### config.mk
export PLATFORM = sky130hd
export DESIGN_NAME = lgpb_div
export DESIGN_NICKNAME = d
export VERILOG_FILES = /design/src/lgpb_pkg.sv /design/src/lgpb_div.sv
export SDC_FILE = /design/constraint.sdc
export NUM_CORES = 2
export LEC_CHECK = 0
export BUFFER_PORTS_ARGS = -buffer_cell sky130_fd_sc_hd__buf_2
export CAP_MARGIN = 20
export CORE_MARGIN = 1
export CORE_UTILIZATION = 50
export DETAILED_ROUTE_END_ITERATION = 8
export PLACE_DENSITY = 0.76
export SLEW_MARGIN = 20
export SYNTH_ARGS = -nofsm -noshare
export SYNTH_HDL_FRONTEND = slang
export SYNTH_SLANG_ARGS = --single-unit
export TNS_END_PERCENT = 50
### constraint.sdc
create_clock -name clk_i -period 6.8 [get_ports clk_i]
set_clock_uncertainty 0.1 [all_clocks]
set_input_delay 0.68 -clock clk_i [delete_from_list [all_inputs] [get_ports clk_i]]
set_output_delay 0.68 -clock clk_i [all_outputs]
set_load 0.05 [all_outputs]
### src/lgpb_pkg.sv
// ----------------------------------------------------------------------------
// lgpb_pkg: shared types and constants for the linear gradient pixel blend
// Register indexes, color layout, blend modes and the per-pixel side band.
// ----------------------------------------------------------------------------
package lgpb_pkg;

  localparam int unsigned COORD_BITS_DEF = 12;
  localparam int unsigned COLOR_BITS     = 8;
  localparam int unsigned NUM_CH         = 3;
  localparam int unsigned CFG_IDX_W      = 3;
  localparam int unsigned CFG_DATA_W     = 24;
  // one quotient bit per divider stage
  localparam int unsigned DIV_STEPS      = COLOR_BITS;

  localparam logic [CFG_IDX_W-1:0] REG_START_X    = 3'd0;
  localparam logic [CFG_IDX_W-1:0] REG_START_Y    = 3'd1;
  localparam logic [CFG_IDX_W-1:0] REG_END_X      = 3'd2;
  localparam logic [CFG_IDX_W-1:0] REG_END_Y      = 3'd3;
  localparam logic [CFG_IDX_W-1:0] REG_DRAW_COLOR = 3'd4;

  typedef enum logic [1:0] {
    MODE_DRAW,
    MODE_OLD,
    MODE_MIX
  } mode_e;

  typedef struct packed {
    logic                                in_region;
    mode_e                               mode;
    logic [NUM_CH-1:0][COLOR_BITS-1:0]   old_rgb;
  } side_t;

endpackage

### src/lgpb_div.sv
// ----------------------------------------------------------------------------
// lgpb_div: pipelined restoring divider, three channels sharing one divisor
// One quotient bit per stage, MSB first; quotient is known to fit the color.
// ----------------------------------------------------------------------------
module lgpb_div #(
  parameter int unsigned DEN_W = 25
) (
  input  logic                                                   clk_i,
  input  logic                                                   en_i,
  input  logic [lgpb_pkg::NUM_CH-1:0][DEN_W+lgpb_pkg::COLOR_BITS-1:0] num_i,
  input  logic [DEN_W-1:0]                                       den_i,
  output logic [lgpb_pkg::NUM_CH-1:0][lgpb_pkg::COLOR_BITS-1:0]  quo_o
);

  localparam int unsigned NW    = DEN_W + lgpb_pkg::COLOR_BITS;
  localparam int unsigned NCH   = lgpb_pkg::NUM_CH;
  localparam int unsigned QW    = lgpb_pkg::COLOR_BITS;
  localparam int unsigned STEPS = lgpb_pkg::DIV_STEPS;

  logic [NCH-1:0][NW-1:0] rem_q [STEPS];
  logic [NCH-1:0][QW-1:0] quo_q [STEPS];
  logic [DEN_W-1:0]       den_q [STEPS];

  for (genvar k = 0; k < STEPS; k++) begin : g_step
    localparam int unsigned SH = STEPS - 1 - k;
    logic [NCH-1:0][NW-1:0] rem_in;
    logic [NCH-1:0][QW-1:0] quo_in;
    logic [DEN_W-1:0]       den_in;
    logic [NW-1:0]          den_sh;
    logic [NCH-1:0][NW-1:0] rem_d;
    logic [NCH-1:0][QW-1:0] quo_d;

    if (k == 0) begin : g_first
      assign rem_in = num_i;
      assign quo_in = '0;
      assign den_in = den_i;
    end else begin : g_next
      assign rem_in = rem_q[k-1];
      assign quo_in = quo_q[k-1];
      assign den_in = den_q[k-1];
    end

    assign den_sh = NW'(den_in) << SH;

    always_comb begin
      rem_d = rem_in;
      quo_d = quo_in;
      for (int c = 0; c < NCH; c++) begin
        if (rem_in[c] >= den_sh) begin
          rem_d[c]     = rem_in[c] - den_sh;
          quo_d[c][SH] = 1'b1;
        end
      end
    end

    always_ff @(posedge clk_i) begin
      if (en_i) begin
        rem_q[k] <= rem_d;
        quo_q[k] <= quo_d;
        den_q[k] <= den_in;
      end
    end
  end

  assign quo_o = quo_q[STEPS-1];

endmodule
==> results.sh <==
export IMPL_status="finished, final reports clean"
export IMPL_synth_cells=6574
export IMPL_area_growth_pct=9.44
export IMPL_period_needed_ns=4.61
export IMPL_die_x_um=366
export IMPL_crit_path_top_delay_cell="a41oi_4"
export IMPL_dp_slack_ns=2.23
export IMPL_slew_headroom_pct=25.0
export IMPL_grt_pass1_wl_mm=310
export IMPL_synthXorXnorAreaFrac_pct=6.64
export IMPL_dieArea_um2=134000
export IMPL_synth_top_family_by_area="compound AO/OA/AOI/OAI gates"
export IMPL_finalSetupTns_ns=0
export IMPL_synth_edf_count=976
export IMPL_path_max_fanout=33
export IMPL_yosysWarnings=0
export IMPL_path_cells="inv_1 -> ha_1 -> nor2b_1 -> o31a_1 -> o41a_1 -> o21ai_1 -> a211oi_1 -> a41oi_4 -> buf_4 -> mux2_2"
export IMPL_cts_inserted_buffers=109
export IMPL_hold_end="den_q[0][2]"
export IMPL_synthAdderAreaFrac_pct=12.0
export IMPL_rrSetupSlack_ns=2.19
export IMPL_synth_nets=7321
export IMPL_yosysMostFrequentCell="edfxtp_1"
export IMPL_clockBufferDepth=3
export IMPL_cts_sinks=976
export IMPL_path_class="flip-flop to flip-flop"
export IMPL_io_pins=150
export IMPL_fin_crit_sh_pct=67.7
export IMPL_synth_seq_cells=976
export IMPL_cts_root_buffer="clkbuf_16"
export IMPL_rr_endpoint="rem_q[1][79]"
export IMPL_core_area_um2=131000
export IMPL_synth_top_cell_by_area="edfxtp_1"
export IMPL_hold_viol=0
export IMPL_cp_start_kind="flip-flop"
export IMPL_worstPathRequired_ns=7.17
export IMPL_setup_slack_ns=2.19
export IMPL_viasPerCell=5.99
export IMPL_worstPathArrival_ns=4.98
export IMPL_hold_path_startpoint="den_i[2]"
export IMPL_ctsResizeCount=0
export IMPL_gp_congestion=1.01
export IMPL_vias=51100
export IMPL_min_path_cells=1
export IMPL_htreeDepth=3
export IMPL_rows=133
export IMPL_clk_latency_ns=0.73
export IMPL_synth_area_um2=66200
export IMPL_dr_pass1_iters=6
export IMPL_antenna_found_initial=7
export IMPL_grt_overflow_total=0
export IMPL_drt_iter0_markers=4153
export IMPL_grt_max_degree=201
export IMPL_maxCapViolCount=0
export IMPL_syn_area_per_cell_um2=10.1
export IMPL_ir_worst_vdd_uv=207
export IMPL_yosysUniqueCellTypes=89
export IMPL_p_per_area_nw_per_um2=420
export IMPL_instances_no_fill=8523
export IMPL_setup_viol_count_final=0
export IMPL_leakage_uw=0.0287
export IMPL_drive_gt1_share_pct=7.93
export IMPL_grt_pass1_vias=50100
export IMPL_fmax_ghz=0.217
export IMPL_wl_per_cell_um=24.9
export IMPL_synth_mux_area_share_pct=1.92
export IMPL_initial_core_util_pct=50.3
export IMPL_synth_seq_area_share_pct=44.3
export IMPL_rsz0062_at_grt="false"
export IMPL_nets=7419
export IMPL_hpwl_mm=175
export IMPL_post_place_cells=8314
export IMPL_cts_tree="yes"
export IMPL_port_buffers=149
export IMPL_grt_usage_pct=30.9
export IMPL_yosys_area_share_simple_pct=13.1
export IMPL_rr_startpoint="den_q[0][1]"
export IMPL_drtAntennaViolNets=0
export IMPL_finalMaxSlewViolations=0
export IMPL_end_kind="flip-flop"
export IMPL_synthTopCellsByArea="edfxtp_1 44%, ha_1 11%, a21oi_1 4.8%, xnor2_1 3.8%, o21ai_0 3.8%"
export IMPL_r2r_cells=10
export IMPL_slowest_delay_ns=0.78
export IMPL_die_h_um=366
export IMPL_post_route_drc_count=0
export IMPL_synthFlopType="edfxtp_1"
export IMPL_clk_pin_slew_ns=0.07
export IMPL_netlist_area_leader_share_pct=44.3
export IMPL_worstMarginPinSlew_ns=1.12
export IMPL_synth_compound_area_share_pct=18.8
export IMPL_hold_path_class="primary input to flip-flop"
export IMPL_postCtsSetupBuffers=0
export IMPL_synth_async_reset_ratio_pct=0
export IMPL_drt_wl_total_mm=212
export IMPL_synth_common_cells="976 x edfxtp_1, 640 x a21oi_1, 600 x ha_1, 534 x nand2_1, 497 x o21ai_0"
-- layout by cell type, fill, tap and decap left out, drive strengths merged, types with 66 or more instances in the layout --
master	instances
a21o	261
o21ai	506
mux2	106
a211oi	77
edfxtp	976
nand2b	82
nor2b	82
inv	370
buf	193
clkbuf	126
ha	600
xnor2	287
nor2	464
o21bai	66
nand4	104
a21oi	643
o21a	91
xor2	215
nand3	130
nand2	534
nor3	116
-- cell families after synthesis --
family,Yosys count
AOI/OAI and AO/OA,1993
and+or+nand+nor,1794
DFF,976
adders and majority gates,621
buffers and inverters,574
xor gates and xnor gates,502
muxes,114
-- critical path, delay by kind of cell, from the launching register on --
kind | cells | cell delay, ns
mux | 1 | 0.37
compound gates | 5 | 2.19
buf+inv | 2 | 0.59
flops | 1 | 0.58
simple gates | 1 | 0.15
fa+ha+maj | 1 | 0.33
-- routing by layer --
layer | global-route usage, % | part of all wire, % | vias to the layer above
met5 | 0 | 0 | -
met3 | 2.74 | 4.0 | 512
li1 | - | - | 24700
met4 | 23.7 | 8.6 | 0
met1 | 34.2 | 37 | 24200
met2 | 54.9 | 50 | 1647
-- how the worst max path moves through the flow --
stage | startpoint | endpoint | slack [ns]
after floorplan | num_i[73] | rem_q[0][85] | 3.23
after global placement | den_i[1] | rem_q[0][43] | 2.18
after detailed placement | den_i[1] | rem_q[0][43] | 2.23
after CTS | den_q[0][1] | rem_q[1][79] | 2.28
after global routing | den_q[5][0] | rem_q[6][30] | 2.07
final | den_q[0][1] | rem_q[1][79] | 2.19
-- metrics by stage --
stage	power (µW)	hold slack, ns	utilization [%]	instance area [µm²]
final	30400	0.0399	55.1	72400
after global routing	32300	0.0315	55.1	72400
after CTS	30400	0.000505	55.1	72400
after detailed placement	24500	0.305	52.4	68900
after global placement	24400	0.300	52.4	68800
after floorplan	20300	0.300	-	66200
-- state kept, by name, indices dropped and copies added (netlist names) --
signal,count
den_q,175
quo_q,108
rem_q,693
-- area by class of cell --
| cell class | instances | area, µm² |
|---|---|---|
| Antenna cell | 6 | 15.0 |
| Clock buffer | 126 | 2810 |
| Clock inverter | 75 | 717 |
| Fill cell | 11600 | 59000 |
| Inverter | 367 | 1380 |
| Multi-Input combinational cell | 5024 | 34800 |
| Sequential cell | 976 | 29300 |
| Tap cell | 1755 | 2200 |
| Timing Repair Buffer | 194 | 1190 |
-- what timing repair did --
item	4_1_cts	5_1_grt
hold buffers	1	0
setup endpoints to repair	0	0
endpoints found under the hold margin	1	0
-- power by group --
part | total (µW) | switching (µW) | internal [µW] | leakage (µW)
clock network | 5840 | 2530 | 3320 | 0.00170
logic | 14000 | 8240 | 5770 | 0.0175
registers | 10600 | 1370 | 9230 | 0.00945
(Power assumes the default switching activity.)
